## config.mk

```make
export PLATFORM = sky130hd
export DESIGN_NAME = bbg_back
export DESIGN_NICKNAME = d
export VERILOG_FILES = /design/src/rtl/core/bayer_bilinear_to_gray_macros.svh /design/src/rtl/core/bbg_pkg.sv /design/src/rtl/core/bbg_back.sv
export SDC_FILE = /design/constraint.sdc
export NUM_CORES = 1
export LEC_CHECK = 0
export ABC_CLOCK_PERIOD_IN_PS = 9970
export BUFFER_PORTS_ARGS = -buffer_cell sky130_fd_sc_hd__clkbuf_2
export CAP_MARGIN = 20
export CORE_MARGIN = 8
export CORE_UTILIZATION = 35
export CTS_CLUSTER_SIZE = 14
export DETAILED_ROUTE_END_ITERATION = 8
export PLACE_DENSITY = 0.61
export RECOVER_POWER = 50
export SETUP_SLACK_MARGIN = 0.1
export SYNTH_ARGS = -nofsm -noshare
export SYNTH_HDL_FRONTEND = slang
export SYNTH_SLANG_ARGS = --single-unit
```

## constraint.sdc

```tcl
create_clock -name clock -period 9.97 [get_ports clock]
set_clock_uncertainty 0.2 [all_clocks]
set_input_delay 0.997 -clock clock [delete_from_list [all_inputs] [get_ports clock]]
set_output_delay 0.997 -clock clock [all_outputs]
set_load 0.03 [all_outputs]
```

## src/rtl/core/bayer_bilinear_to_gray_macros.svh

```systemverilog
// ============================================================================
// Bayer-to-gray assertion macros
// Shared concurrent assertion forms for the Bayer-to-gray block.
// ============================================================================
`ifndef BAYER_BILINEAR_TO_GRAY_MACROS_SVH
`define BAYER_BILINEAR_TO_GRAY_MACROS_SVH

// Same-cycle implication on clock, disabled while reset is high.
`define BBG_ASSERT_IMPLY(label, ante, cons, msg) \
   label: assert property (@(posedge clock) disable iff (reset) (ante) |-> (cons)) \
      else $error(msg);

// Next-cycle implication on clock, disabled while reset is high.
`define BBG_ASSERT_NEXT(label, ante, cons, msg) \
   label: assert property (@(posedge clock) disable iff (reset) (ante) |=> (cons)) \
      else $error(msg);

`endif

```

## src/rtl/core/bbg_pkg.sv

```systemverilog
// ============================================================================
// Bayer-to-gray package
// Types and fixed constants shared by the front end, queue and luma back end.
// ============================================================================
package bbg_pkg;

   // Configuration register indexes.
   localparam logic [1:0] CSR_IMAGE_WIDTH  = 2'd0;
   localparam logic [1:0] CSR_IMAGE_HEIGHT = 2'd1;

   // Reset values of the configuration registers.
   localparam logic [11:0] IMAGE_WIDTH_RESET  = 12'd640;
   localparam logic [15:0] IMAGE_HEIGHT_RESET = 16'd480;

   // Queue between front end and back end.
   localparam int QUEUE_DEPTH = 4;
   localparam int QUEUE_PTR_W = 2;
   localparam int QUEUE_LEVEL_W = 3;
   localparam logic [QUEUE_LEVEL_W-1:0] QUEUE_FULL_LEVEL = 3'd4;

   // BT.601 luma weights scaled by 1000, with the rounding term.
   localparam logic [17:0] LUMA_COEF_R = 18'd299;
   localparam logic [17:0] LUMA_COEF_G = 18'd587;
   localparam logic [17:0] LUMA_COEF_B = 18'd114;
   localparam logic [17:0] LUMA_ROUND  = 18'd500;

   // Division by 1000 as multiply and shift. The reciprocal is rounded up
   // and its error times the largest sum stays below 2^28, so the quotient
   // is exact for every sum under 2^18.
   localparam logic [18:0] DIV_RECIP = 19'd268436;
   localparam int DIV_SHIFT = 28;

   // Color site of the pixel at the window center.
   typedef enum logic [1:0] {
      SITE_BLUE       = 2'b00,
      SITE_GREEN_EVEN = 2'b01,
      SITE_GREEN_ODD  = 2'b10,
      SITE_RED        = 2'b11
   } site_type;

   // Per-pixel classification carried down the front end.
   typedef struct packed {
      logic     interior;
      site_type site;
      logic     row_end;
      logic     frame_end;
   } pixel_info_type;

   // Reconstructed color of one interior pixel.
   typedef struct packed {
      logic [7:0] red;
      logic [7:0] green;
      logic [7:0] blue;
      logic       row_end;
      logic       frame_end;
   } color_item_type;

   // Queue occupancy seen by both sides.
   typedef struct packed {
      logic [QUEUE_LEVEL_W-1:0] level;
      logic                     not_empty;
   } queue_status_type;

endpackage

```

## src/rtl/core/bbg_back.sv

```systemverilog
// ============================================================================
// Bayer-to-gray luma back end
// Weights R, G and B, adds the rounding term and divides by 1000, with the
// response register at its end.
// ============================================================================
module bbg_back import bbg_pkg::*; (
   input  logic             clock,
   input  logic             reset,
   input  queue_status_type q_status,
   input  color_item_type   head_item,
   output logic             pop,
   output logic             rsp_valid,
   input  logic             rsp_stall,
   output logic [7:0]       rsp_gray_value,
   output logic             rsp_row_end,
   output logic             rsp_frame_end
);

   logic        advance;
   logic        b1_valid_ff;
   logic [17:0] prod_r_ff;
   logic [17:0] prod_g_ff;
   logic [17:0] prod_b_ff;
   logic        b1_row_end_ff;
   logic        b1_frame_end_ff;
   logic        b2_valid_ff;
   logic [17:0] sum_ff;
   logic        b2_row_end_ff;
   logic        b2_frame_end_ff;
   logic [36:0] div_prod;
   logic        rsp_valid_ff;
   logic [7:0]  gray_ff;
   logic        row_end_ff;
   logic        frame_end_ff;

   // The whole back end moves unless a held response is stalled.
   assign advance = !rsp_valid_ff || !rsp_stall;
   assign pop     = advance && q_status.not_empty;

   always_ff @(posedge clock) begin
      if (reset) begin
         b1_valid_ff  <= 1'b0;
         b2_valid_ff  <= 1'b0;
         rsp_valid_ff <= 1'b0;
      end else if (advance) begin
         b1_valid_ff  <= q_status.not_empty;
         b2_valid_ff  <= b1_valid_ff;
         rsp_valid_ff <= b2_valid_ff;
      end
   end

   // Stage one: the three weighted products.
   always_ff @(posedge clock) begin
      if (advance) begin
         prod_r_ff       <= 18'(head_item.red) * LUMA_COEF_R;
         prod_g_ff       <= 18'(head_item.green) * LUMA_COEF_G;
         prod_b_ff       <= 18'(head_item.blue) * LUMA_COEF_B;
         b1_row_end_ff   <= head_item.row_end;
         b1_frame_end_ff <= head_item.frame_end;
      end
   end

   // Stage two: weighted sum plus rounding term.
   always_ff @(posedge clock) begin
      if (advance) begin
         sum_ff          <= prod_r_ff + prod_g_ff + prod_b_ff + LUMA_ROUND;
         b2_row_end_ff   <= b1_row_end_ff;
         b2_frame_end_ff <= b1_frame_end_ff;
      end
   end

   // Stage three: divide by 1000 through the reciprocal into the response.
   assign div_prod = 37'(sum_ff) * 37'(DIV_RECIP);

   always_ff @(posedge clock) begin
      if (advance) begin
         gray_ff      <= div_prod[DIV_SHIFT +: 8];
         row_end_ff   <= b2_row_end_ff;
         frame_end_ff <= b2_frame_end_ff;
      end
   end

   assign rsp_valid      = rsp_valid_ff;
   assign rsp_gray_value = gray_ff;
   assign rsp_row_end    = row_end_ff;
   assign rsp_frame_end  = frame_end_ff;

endmodule

```

==> summary.md <==
| Metric | Value |
|---|---|
| Gr ovfl total | `0` |
| Drt total wl | `about 19000 um` |
| Layout fillers | `2983` |
| Critical path arrival | `5660 ps` |
| GRT Util Overall | `around a tenth` |
| Post-layout instance area | `11800 sq um` |
| Required time of the critical path | `9930 ps` |
| Synthesized instance count | `989` |
| Seq cells post-synth | `84` |
| Worst Tran Pin Value | `roughly 3600 ps` |
| CP endpoint kind | `flip-flop` |
| Initial antenna violation count | `0` |
| Clock transition at path regs | `approximately 60 ps` |
| First-pass GRT wire length | `between 30000 and 40000 um` |
| Port Buffers | `between 40 and 50` |
| Ys flop type | `edfxtp_1` |
| Drt first-iter violations | `182` |
| TNS Setup | `0 ps` |
| Clk sinks | `between 80 and 90` |
| Sequential element share of the synthesized area | `23.0%` |
| Vias in the first global route | `roughly 7000` |
| Die Wd | `192 um` |
| Synth cell types | `49` |
| # nets final | `1468` |
| Via/cell ratio | `around 4.7` |
| Unrepaired setup endpoints after global routing | `false` |
| H-tree levels | `3` |
| Synth Area per Inst | `10.9 sq um` |
| Mapped Area | `roughly 11000 sq um` |
| HPWL Detailed | `between 15000 and 20000 um` |
| Max Cap Viol | `1` |
| Setup crit start kind | `flip-flop` |
| Clock Latency Late Sink | `340 ps` |
| CTS Hold Bufs | `0` |
| Rows | `64` |
| CTS max path bufs | `2` |
| CTS tree | `built` |
| Hold Crit Class | `flip-flop to flip-flop` |
| Syn. warnings | `0` |
| Post_cts resized | `0` |
| Post-synthesis async set-or-reset flop share | `0%` |
| Pre-Repair DR Iteration Count | `4` |
| Final hold vios | `0` |
| Max-slew headroom | `-137%` |
| Die Y | `192 um` |
| Status | `finished, violations left` |
| Period utilisation layout | `57.2%` |
| Largest net degree at the start of global routing | `between 80 and 90` |
| Total area of sequential cells | `roughly 2500 sq um` |
| Inserted Diodes | `0` |
| DRC viols | `0` |
| Area of the multi-input gates | `7550 sq um` |
| Root Buffer | `clkbuf_16` |
| Routability Congestion | `a little under 0.8` |
| Slew Viols, Final | `slightly below 70` |
| Core Util, Final | `approximately two fifths` |
| Failing checks | `capacitance limit, slew limit` |
| Vias | `between 6000 and 7000` |
| Setup violators final | `0` |
| Core area | `30500 sq um` |
| Number of synthesized flops with an enable pin | `about 80` |
| Share of post-route cells with drive strength above 1 | `5.83%` |
| CTS Buf Count | `9` |
| Fin crit period | `5700 ps` |
| Area Overhead vs Synth | `9.09%` |
| Post-CTS Repair Setup Buffers | `0` |
| Worst-path fanout max | `6` |
| Final ANT Viol Nets | `0` |
| DIE AREA | `36800 sq um` |
| Starting density of the core | `35.5%` |
| Ports | `45` |
| Syn nets | `1415` |
| Drt wl/cell | `13.0 um` |
| Placed inst area | `11500 sq um` |
| CP Class | `flip-flop to flip-flop` |
| Peak Freq | `0.175 GHz` |
registers in the layout, summed over array words and instances, names as in the netlist:
name	cells
prod_g_ff	18
sum_ff	18
prod_r_ff	17
prod_b_ff	14
rsp_gray_value	8
b1_frame_end_ff	1
b1_row_end_ff	1
b1_valid_ff	1
b2_frame_end_ff	1
b2_row_end_ff	1
b2_valid_ff	1
rsp_frame_end	1
rsp_row_end	1
rsp_valid	1
kinds of logic (layout without fill, tap and decap cells):
logic type / after synthesis / after routing / synth area share [%]
AO/OA/AOI/OAI: 130 / 130 / 8.17
XOR/XNOR: 46 / 46 / 3.72
adder cells (fa/ha/maj): 393 / 393 / 52.0
buffers and inverters: 207 / 265 / 7.18
flip-flops: 84 / 84 / 23.0
multiplexers: 1 / 1 / 0.104
AND/OR/NAND/NOR: 128 / 128 / 5.80
final timing paths:
check	cells past startpoint	from	slack [ps]	end
worst max register to register	18	sum_ff[7]	4270	rsp_gray_value[2]
worst max-delay path	18	sum_ff[7]	4270	rsp_gray_value[2]
worst min-delay path	0	b2_row_end_ff	220	rsp_row_end
worst min register to register	0	b2_row_end_ff	220	rsp_row_end
area by class of cell:
type / count / share of cell area [%]
Timing Repair Buffer: 42 / 1.70
Clock inverter: 7 / 0.530
Tap cell: 396 / 4.20
Clock buffer: 9 / 1.91
Sequential cell: 84 / 21.1
Inverter: 207 / 6.58
Multi-Input combinational cell: 698 / 64.0
cell usage in the layout (no fill, tap or decap), drive strengths merged, types with 7 or more instances in the layout:
cell type / n
inv: 213
or3: 7
nor2b: 9
nor2: 31
a21oi: 42
o21ai: 20
nand3: 16
a21o: 15
nor3: 15
edfxtp: 81
fa: 94
o21bai: 9
a211oi: 9
xor2: 14
clkbuf: 51
xnor2: 32
nand2: 27
ha: 299
worst max-delay path, cell delays in order, from the launching register on:
cell and delay, ps:
edfxtp_1 540, ha_1 350, ha_1 220, fa_1 540, inv_1 50, fa_1 470, inv_1 50, fa_1 530
inv_1 60, fa_1 530, inv_1 40, ha_1 300, a21o_1 160, a21o_1 160, a21o_1 180, a2111oi_2 390
a31oi_1 170, or4_1 480, o311ai_1 90
routing by layer:
metal,vias up,GRT usage [%],share of wire [%]
met3,6,1.92,3.0
met5,-,0,0
met1,3226,13.1,48
met2,55,19.2,49
met4,0,1.78,0.54
li1,3515,-,-
through the flow:
stage	cells	setup WS (ps)	hold WS, ps
floorplan	989	4610	200
global placement	1426	4300	204
detailed placement	1426	4260	207
CTS	1442	4250	222
global route	1443	4020	227
finish	1443	4270	222
cells in the mapped netlist (15+ instances only):
| master | number | area (sq um) |
|---|---|---|
| nand3_1 | 16 | 80.1 |
| nor2_1 | 31 | 116 |
| fa_1 | 94 | 1880 |
| o21ai_0 | 17 | 85.1 |
| a21oi_1 | 42 | 210 |
| ha_1 | 299 | 3740 |
| inv_1 | 207 | 777 |
| xnor2_1 | 32 | 280 |
| nor3_1 | 15 | 75.1 |
| nand2_1 | 27 | 101 |
| edfxtp_1 | 81 | 2430 |
Power is left out: the tool's default activity adds up to more than one toggle a clock period on the data nets, which glitch-free logic cannot reach.
