[config.mk]
export PLATFORM = sky130hd
export DESIGN_NAME = bbg_queue
export DESIGN_NICKNAME = d
export VERILOG_FILES = /design/src/rtl/core/bayer_bilinear_to_gray_macros.svh /design/src/rtl/core/bbg_pkg.sv /design/src/rtl/core/bbg_queue.sv
export SDC_FILE = /design/constraint.sdc
export NUM_CORES = 1
export LEC_CHECK = 0
export ABC_CLOCK_PERIOD_IN_PS = 2800
export BUFFER_PORTS_ARGS = -buffer_cell sky130_fd_sc_hd__buf_2
export CAP_MARGIN = 30
export CORE_UTILIZATION = 30
export CTS_BUF_LIST = sky130_fd_sc_hd__clkbuf_16
export DETAILED_ROUTE_END_ITERATION = 6
export GPL_TIMING_DRIVEN = 0
export PLACE_DENSITY = 0.51
export SETUP_SLACK_MARGIN = 0.05
export SYNTH_ARGS = -nofsm -noshare
export SYNTH_HDL_FRONTEND = slang
export SYNTH_SLANG_ARGS = --single-unit
[constraint.sdc]
create_clock -name clock -period 2.8 [get_ports clock]
set_input_delay 0.14 -clock clock [delete_from_list [all_inputs] [get_ports clock]]
set_output_delay 0.14 -clock clock [all_outputs]
set_load 0.02 [all_outputs]
[src/rtl/core/bayer_bilinear_to_gray_macros.svh]
// ============================================================================
// Bayer-to-gray assertion macros
// Shared concurrent assertion forms for the Bayer-to-gray block.
// ============================================================================
`ifndef BAYER_BILINEAR_TO_GRAY_MACROS_SVH
`define BAYER_BILINEAR_TO_GRAY_MACROS_SVH

// Same-cycle implication on clock, disabled while reset is high.
`define BBG_ASSERT_IMPLY(label, ante, cons, msg) \
   label: assert property (@(posedge clock) disable iff (reset) (ante) |-> (cons)) \
      else $error(msg);

// Next-cycle implication on clock, disabled while reset is high.
`define BBG_ASSERT_NEXT(label, ante, cons, msg) \
   label: assert property (@(posedge clock) disable iff (reset) (ante) |=> (cons)) \
      else $error(msg);

`endif

[src/rtl/core/bbg_pkg.sv]
// ============================================================================
// Bayer-to-gray package
// Types and fixed constants shared by the front end, queue and luma back end.
// ============================================================================
package bbg_pkg;

   // Configuration register indexes.
   localparam logic [1:0] CSR_IMAGE_WIDTH  = 2'd0;
   localparam logic [1:0] CSR_IMAGE_HEIGHT = 2'd1;

   // Reset values of the configuration registers.
   localparam logic [11:0] IMAGE_WIDTH_RESET  = 12'd640;
   localparam logic [15:0] IMAGE_HEIGHT_RESET = 16'd480;

   // Queue between front end and back end.
   localparam int QUEUE_DEPTH = 4;
   localparam int QUEUE_PTR_W = 2;
   localparam int QUEUE_LEVEL_W = 3;
   localparam logic [QUEUE_LEVEL_W-1:0] QUEUE_FULL_LEVEL = 3'd4;

   // BT.601 luma weights scaled by 1000, with the rounding term.
   localparam logic [17:0] LUMA_COEF_R = 18'd299;
   localparam logic [17:0] LUMA_COEF_G = 18'd587;
   localparam logic [17:0] LUMA_COEF_B = 18'd114;
   localparam logic [17:0] LUMA_ROUND  = 18'd500;

   // Division by 1000 as multiply and shift. The reciprocal is rounded up
   // and its error times the largest sum stays below 2^28, so the quotient
   // is exact for every sum under 2^18.
   localparam logic [18:0] DIV_RECIP = 19'd268436;
   localparam int DIV_SHIFT = 28;

   // Color site of the pixel at the window center.
   typedef enum logic [1:0] {
      SITE_BLUE       = 2'b00,
      SITE_GREEN_EVEN = 2'b01,
      SITE_GREEN_ODD  = 2'b10,
      SITE_RED        = 2'b11
   } site_type;

   // Per-pixel classification carried down the front end.
   typedef struct packed {
      logic     interior;
      site_type site;
      logic     row_end;
      logic     frame_end;
   } pixel_info_type;

   // Reconstructed color of one interior pixel.
   typedef struct packed {
      logic [7:0] red;
      logic [7:0] green;
      logic [7:0] blue;
      logic       row_end;
      logic       frame_end;
   } color_item_type;

   // Queue occupancy seen by both sides.
   typedef struct packed {
      logic [QUEUE_LEVEL_W-1:0] level;
      logic                     not_empty;
   } queue_status_type;

endpackage

[src/rtl/core/bbg_queue.sv]
// ============================================================================
// Bayer-to-gray color queue
// Four-entry FIFO that decouples the front end from the luma back end.
// ============================================================================
module bbg_queue import bbg_pkg::*; (
   input  logic             clock,
   input  logic             reset,
   input  logic             push,
   input  color_item_type   push_item,
   input  logic             pop,
   output color_item_type   head_item,
   output queue_status_type status
);

   color_item_type           entry_ff [QUEUE_DEPTH];
   logic [QUEUE_PTR_W-1:0]   wr_ptr_ff;
   logic [QUEUE_PTR_W-1:0]   rd_ptr_ff;
   logic [QUEUE_LEVEL_W-1:0] level_ff;
   logic [QUEUE_LEVEL_W-1:0] level_in;

   // Storage write at the tail.
   always_ff @(posedge clock) begin
      if (push) begin
         entry_ff[wr_ptr_ff] <= push_item;
      end
   end

   // Occupancy follows pushes and pops.
   always_comb begin
      level_in = level_ff;
      if (push && !pop) begin
         level_in = level_ff + QUEUE_LEVEL_W'(1);
      end else if (pop && !push) begin
         level_in = level_ff - QUEUE_LEVEL_W'(1);
      end
   end

   always_ff @(posedge clock) begin
      if (reset) begin
         wr_ptr_ff <= '0;
         rd_ptr_ff <= '0;
         level_ff  <= '0;
      end else begin
         if (push) begin
            wr_ptr_ff <= wr_ptr_ff + QUEUE_PTR_W'(1);
         end
         if (pop) begin
            rd_ptr_ff <= rd_ptr_ff + QUEUE_PTR_W'(1);
         end
         level_ff <= level_in;
      end
   end

   assign head_item        = entry_ff[rd_ptr_ff];
   assign status.level     = level_ff;
   assign status.not_empty = (level_ff != '0);

endmodule

==> flow_summary.json, run 1 <==
{
  "gp_congestion": 0.5912,
  "cts.clk_slew.worst_paths_ns": 0.05,
  "ys_warn_count": 0,
  "wl_mm": 7.528,
  "clock.fmax_mhz": 513.4,
  "io_buffers": 58,
  "vias": 2010,
  "r2r_cells": 3,
  "dpl_cell_area_um2": 4736,
  "synth_xor_area_share_pct": 1.038,
  "cts_tree": "built",
  "p_per_area_nw_per_um2": 798.3,
  "post_cts_buffers": 0,
  "final_hold_viol_count": 0,
  "synth_seq_cells": 113,
  "crit_path_start_kind": "register",
  "nets": 318,
  "crit_end": "head_item[1]",
  "synth-compound-area-share_pct": 0.2372,
  "syn_to_final_growth_pct": 31.63,
  "die-height_um": 120.6,
  "grt_pass1_vias": 2215,
  "synth_top_family_by_area": "multiplexers",
  "skew_ns": 0.006161,
  "multiInputGateArea_um2": 837.1,
  "htreeDepth": 4,
  "setup_violations": 0,
  "min-delay-path-class": "in -> reg",
  "timing.rr.start": "wr_ptr_ff[0]",
  "avgViaCountPerCell": 4.268,
  "rsz0062_at_grt": "no",
  "ys_types": 21,
  "hp-start": "pop",
  "worstPathMaxFanout": 10,
  "drv_slew": 0,
  "synthCells": 179,
  "rrSetupSlack_ns": 1.18,
  "rr_endpoint": "entry_ff[0][5]",
  "cp.required_ns": 2.66,
  "track_usage_pct": 11.53,
  "postRouteAntennaNets": 0,
  "ys.flop_type": "edfxtp_1",
  "relSlewSlack_pct": 48.06,
  "cts_sinks": 113,
  "routedWlPerCell_um": 15.98,
  "antennaDiodeCount": 0,
  "grt_pass1_wl_mm": 11.87,
  "grt_start_max_net_pins": 27,
  "drive_gt1_share_pct": 40.00,
  "worstMarginPinSlew_ns": 0.7791,
  "async_flop_share_pct": 0,
  "die_x_um": 120.6,
  "cap_violations": 0,
  "initial_core_util_pct": 31.25,
  "synthAdderAreaFrac_pct": 1.957,
  "antenna_found_initial": 0,
  "cts-root-buf": "clkbuf_16",
  "utilization_pct": 41.13,
  "fillCellCount": 1214,
  "die_area_um2": 14550,
  "gr-total-overflow": 0,
  "peakVddDrop_uv": 351.7,
  "drtIter0Drc": 121,
  "rows": 42,
  "numCtsBuffers": 17,
  "crit_chain": "clkbuf_2 -> buf_2 -> mux4_2 -> buf_2",
  "dr.pass1.iters": 4,
  "p_leak_uw": 0.001960,
  "cp_data_arrival_time_ns": 1.81,
  "post-dp-hpwl_mm": 4.329,
  "crit_slowest_cell": "mux4_2",
  "finalCriticalPeriod_ns": 1.948,
  "worstSetupPathType": "reg -> out",
  "fin_area_um2": 5555,
  "status": "finished clean",
  "drc": 0,
  "end_kind": "output pin",
  "core_area_um2": 13510,
  "syn-num-nets": 215,
  "setup_tns_ns": 0,
  "synthMuxAreaShare_pct": 14.88,
  "clock_path_buffers": 2,
  "avgSynthCellArea_um2": 23.58,
  "seq_area_frac_synth_pct": 78.27,
  "synth_simple_gate_area_share_pct": 1.601,
  "syn-cell-area_um2": 4220,
  "clk_latency_ns": 0.40,
  "cp_common_cell": "buf_2",
  "boundaryPins": 60,
  "seq_area_um2": 3303,
  "synth-edff-count": 104,
  "slowest_delay_ns": 0.37,
  "finalCritPeriodShare_pct": 69.57
}
critical path: cells and delay by family (launching register included):
family / cells / cell delay, ns
flops: 1 / 0.30
mux: 1 / 0.37
buf+inv: 3 / 0.73
worst min path at each step:
stage                     cells after the start  slack [ns]         endpoint
after floorplan                               0        0.24   entry_ff[0][0]
after global placement                        1        0.35   entry_ff[3][8]
after detailed placement                      1        0.36  entry_ff[0][11]
after CTS                                     3        0.04         register
after global routing                          3        0.07         register
final                                         3        0.05         register
synth_stat cells, types with 2 or more instances:
library cell	number	area, um^2
inv_1	4	15.01
or3_1	2	12.51
and2_1	4	25.02
dfxtp_1	9	180.2
nor2_1	7	26.28
xnor2_1	2	17.52
buf_12	2	40.04
edfxtp_1	104	3123
xor2_1	3	26.28
mux4_2	20	450.4
mux2i_1	2	20.02
ha_1	5	62.56
buf_2	2	10.01
mux4_1	6	157.7
repair_timing:
action | CTS | global route
hold buffers | 26 | 0
gates resized for setup | 0 | 0
endpoints found under the hold margin | 104 | 0
placed cells by master (no fill, tap or decap):
master	n
a21oi_1	1
and2_2	4
buf_12	2
buf_2	60
buf_6	1
bufinv_16	1
clkbuf_1	1
clkbuf_16	17
clkbuf_2	1
clkinv_1	2
clkinv_2	1
clkinv_4	3
clkinvlp_4	4
dfxtp_1	9
dlygate4sd3_1	26
edfxtp_1	104
fa_1	1
ha_1	5
inv_1	4
inv_6	4
mux2i_1	2
mux4_1	6
mux4_2	20
nand2_1	1
nor2_1	7
o21ai_0	1
or3_1	2
xnor2_1	2
xor2_1	3
cells by family after synthesis:
logic type                 after synthesis
muxes                                   28
AOI/OAI and AO/OA                        2
buffers and inverters                   11
xor gates and xnor gates                 5
DFF                                    113
and+or+nand+nor                         14
adders and majority gates                6
layer usage:
layer	vias to the layer above	wire, um	global-route usage, %	share of wire (%)
met5	-	0	0	0
met4	0	103	5.093	1.4
met3	10	289	3.774	3.8
met2	47	3715	18.50	49
met1	1010	3420	14.20	45
li1	943	-	-	-
cell type report:
type / count / area share (%)
Sequential cell: 113 / 59.46
Multi-Input combinational cell: 55 / 15.07
Timing Repair Buffer: 84 / 9.910
Clock buffer: 17 / 7.658
Tap cell: 176 / 3.964
Clock inverter: 15 / 2.410
Buffer: 7 / 1.261
Inverter: 4 / 0.2703
flip-flops by register name (all words and copies together) (netlist names), named ones only:
name,flops
entry_ff,104
level_ff,3
rd_ptr_ff,2
wr_ptr_ff,2
power breakdown:
| part | total [uW] | switching (uW) | internal (uW) |
|---|---|---|---|
| logic | 471 | 262 | 209 |
| clock network | 2000 | 777 | 1220 |
| registers | 1960 | 26.1 | 1940 |
through the flow:
stage          worst slack (ns)  hold WS (ns)  std cells  total power (uW)
6_report                 0.8522       0.04505        471              4435
5_1_grt                  0.7628       0.07003        471              4605
4_1_cts                  0.8161       0.03643        471              4497
3_5_place_dp              1.147        0.3611        413              2453
3_3_place_gp             0.6367        0.3547        413              2445
2_1_floorplan             1.217        0.2389        179              2291
Note: power is estimated with default switching activity, not from simulation.
==> run 2: changes to the inputs <==
ABC_CLOCK_PERIOD_IN_PS = 1800   (was 2800)
clock period = 1.8 ns   (was 2.8 ns; I/O delays follow)
==> run 2 against run 1 <==
Compared with the run above:
- sequential power grew 56%
- wire length grew 2.6%
- combinational power grew 89%
- register-to-register slack lost 1.0 ns
- sequential share of layout area shrank 2.4 points
- sequential cell count is the same
- clock skew is essentially flat
- worst setup slack lost 0.85 ns
- non-clock buffer count grew 4
==> flow_summary.json, run 2 (synthesis gave the netlist of run 1 again) <==
{
  "status": "finished clean",
  "finalCriticalPeriod_ns": 1.797,
  "slowest_delay_ns": 0.51,
  "final_cell_mix": "edfxtp_1 (104), buf_2 (35), dlygate4sd3_1 (27), buf_6 (24), mux4_2 (23)",
  "drtIter0Drc": 94,
  "wl_mm": 7.726,
  "rows": 42,
  "cp_data_arrival_time_ns": 1.71,
  "cap_violations": 0,
  "die_area_um2": 14550,
  "cts_tree": "built",
  "rsz0062_at_grt": "yes",
  "dp_cells": 413,
  "met1_usage_pct": 14.29,
  "finalCritPeriodShare_pct": 99.81,
  "antenna_found_initial": 0,
  "rrSetupSlack_ns": 0.18,
  "htreeDepth": 4,
  "path_buf_inv": 3,
  "cts_sinks": 113,
  "postRouteAntennaNets": 0,
  "initial_core_util_pct": 31.25,
  "largest_reg_flops": 104,
  "p_leak_uw": 0.002036,
  "busiest_layer": "met2",
  "instances_no_fill": 475,
  "cts-root-buf": "clkbuf_16",
  "met3_usage_pct": 3.774,
  "worstPathMaxFanout": 8,
  "post-dp-hpwl_mm": 4.329,
  "min_path_cells": 2,
  "clock_path_buffers": 2,
  "syn_to_final_growth_pct": 37.18,
  "nets": 322,
  "die_x_um": 120.6,
  "p_clk_share_pct": 44.1,
  "avgViaCountPerCell": 4.272,
  "die-height_um": 120.6,
  "grt_pass1_vias": 2243,
  "drc": 0,
  "setup_violations": 0,
  "switchingPower_uw": 1688,
  "core_area_um2": 13510,
  "cts.clk_slew.worst_paths_ns": 0.06,
  "peakVddDrop_uv": 552.3,
  "final_common_cell": "edfxtp_1",
  "clk_latency_ns": 0.40,
  "numCtsBuffers": 17,
  "gp_congestion": 0.5912,
  "swShare_pct": 23.91,
  "pwr-share-comb_pct": 12.6,
  "crit_chain": "buf_12 -> clkbuf_16 -> mux4_2 -> buf_6",
  "drv_slew": 0,
  "vias": 2029,
  "utilization_pct": 42.87,
  "antennaDiodeCount": 0,
  "top_register": "entry_ff",
  "drive_gt1_share_pct": 42.14,
  "p_int_uw": 5372,
  "min-delay-path-class": "in -> reg",
  "hp-start": "reset",
  "crit_family": "multiplexers",
  "r2r_cells": 3,
  "clock.fmax_mhz": 556.6,
  "final_hold_viol_count": 0,
  "io_buffers": 58,
  "worstSetupPathType": "reg -> out",
  "boundaryPins": 60,
  "gr-total-overflow": 0,
  "use_met2_pct": 18.64,
  "hold_end": "level_ff[0]",
  "skew_ns": 0.006048,
  "timing.rr.start": "wr_ptr_ff[0]",
  "worstMarginPinSlew_ns": 0.7710,
  "relSlewSlack_pct": 48.60,
  "cp.required_ns": 1.71,
  "routedWlPerCell_um": 16.27,
  "track_usage_pct": 11.60,
  "grt_pass1_wl_mm": 11.99,
  "dr.pass1.iters": 4,
  "p_per_area_nw_per_um2": 1219,
  "end_kind": "output pin",
  "reg_top3": "entry_ff x104, level_ff x3",
  "grt_start_max_net_pins": 27,
  "crit_path_start_kind": "register",
  "crit_slowest_cell": "mux4_2",
  "rr_endpoint": "entry_ff[0][5]",
  "pwr-share-seq_pct": 43.3
}
-- run 2: timing repair --
action	in CTS	in global routing
cloned	0	2
buffers inserted	1	0
endpoints found under the hold margin	106	0
resized for setup	13	43
hold buffers	27	0
endpoints found under the setup margin	26	26
-- run 2: area by class of cell --
type	instances	area [um^2]
fillers	1197	7716
flip-flops and latches	113	3304
multi-input cells	55	828.3
repair buffers	88	770.7
clock buffers	17	425.4
well taps	176	220.2
clock inverters	15	133.9
plain buffers	7	91.34
inverters	4	15.01
-- run 2: per-layer routing --
metal / share of wire, % / vias to the layer above
met5: 0 / -
met4: 1.6 / 0
met3: 4.1 / 12
met2: 49 / 50
met1: 46 / 1016
li1: - / 951
-- run 2: how the worst max path moves through the flow --
stage                           endpoint  cells past startpoint  slack [ns]         start
after floorplan           entry_ff[2][0]                      3        0.22  wr_ptr_ff[0]
after global placement    entry_ff[0][6]                      3       -0.36  wr_ptr_ff[0]
after detailed placement  entry_ff[0][5]                      3        0.15  wr_ptr_ff[0]
after CTS                   head_item[8]                      4       -0.05      register
after global routing       head_item[11]                      4       -0.06      register
final                      head_item[13]                      4       0.003      register
-- run 2: stage by stage --
stage	power, uW	area [um^2]	setup WS [ns]	setup TNS (ns)	hold slack [ns]
floorplan	3564	4220	0.2175	0	0.1889
global placement	3803	4731	-0.3633	-34.75	0.3047
detailed placement	3816	4736	0.1470	0	0.3111
CTS	7030	5603	-0.05183	-0.5435	0.01449
global route	7326	5789	-0.05730	-0.9512	0.03027
finish	7060	5789	0.003377	0	0.02368
-- run 2: power groups by stage --
stage / clock (uW) / sequential, uW / combinational [uW]
after floorplan: 0 / 3110 / 450
after global placement: 0 / 3110 / 696
after detailed placement: 0 / 3110 / 707
after CTS: 3180 / 3060 / 788
after global routing: 3300 / 3070 / 961
final: 3110 / 3060 / 891
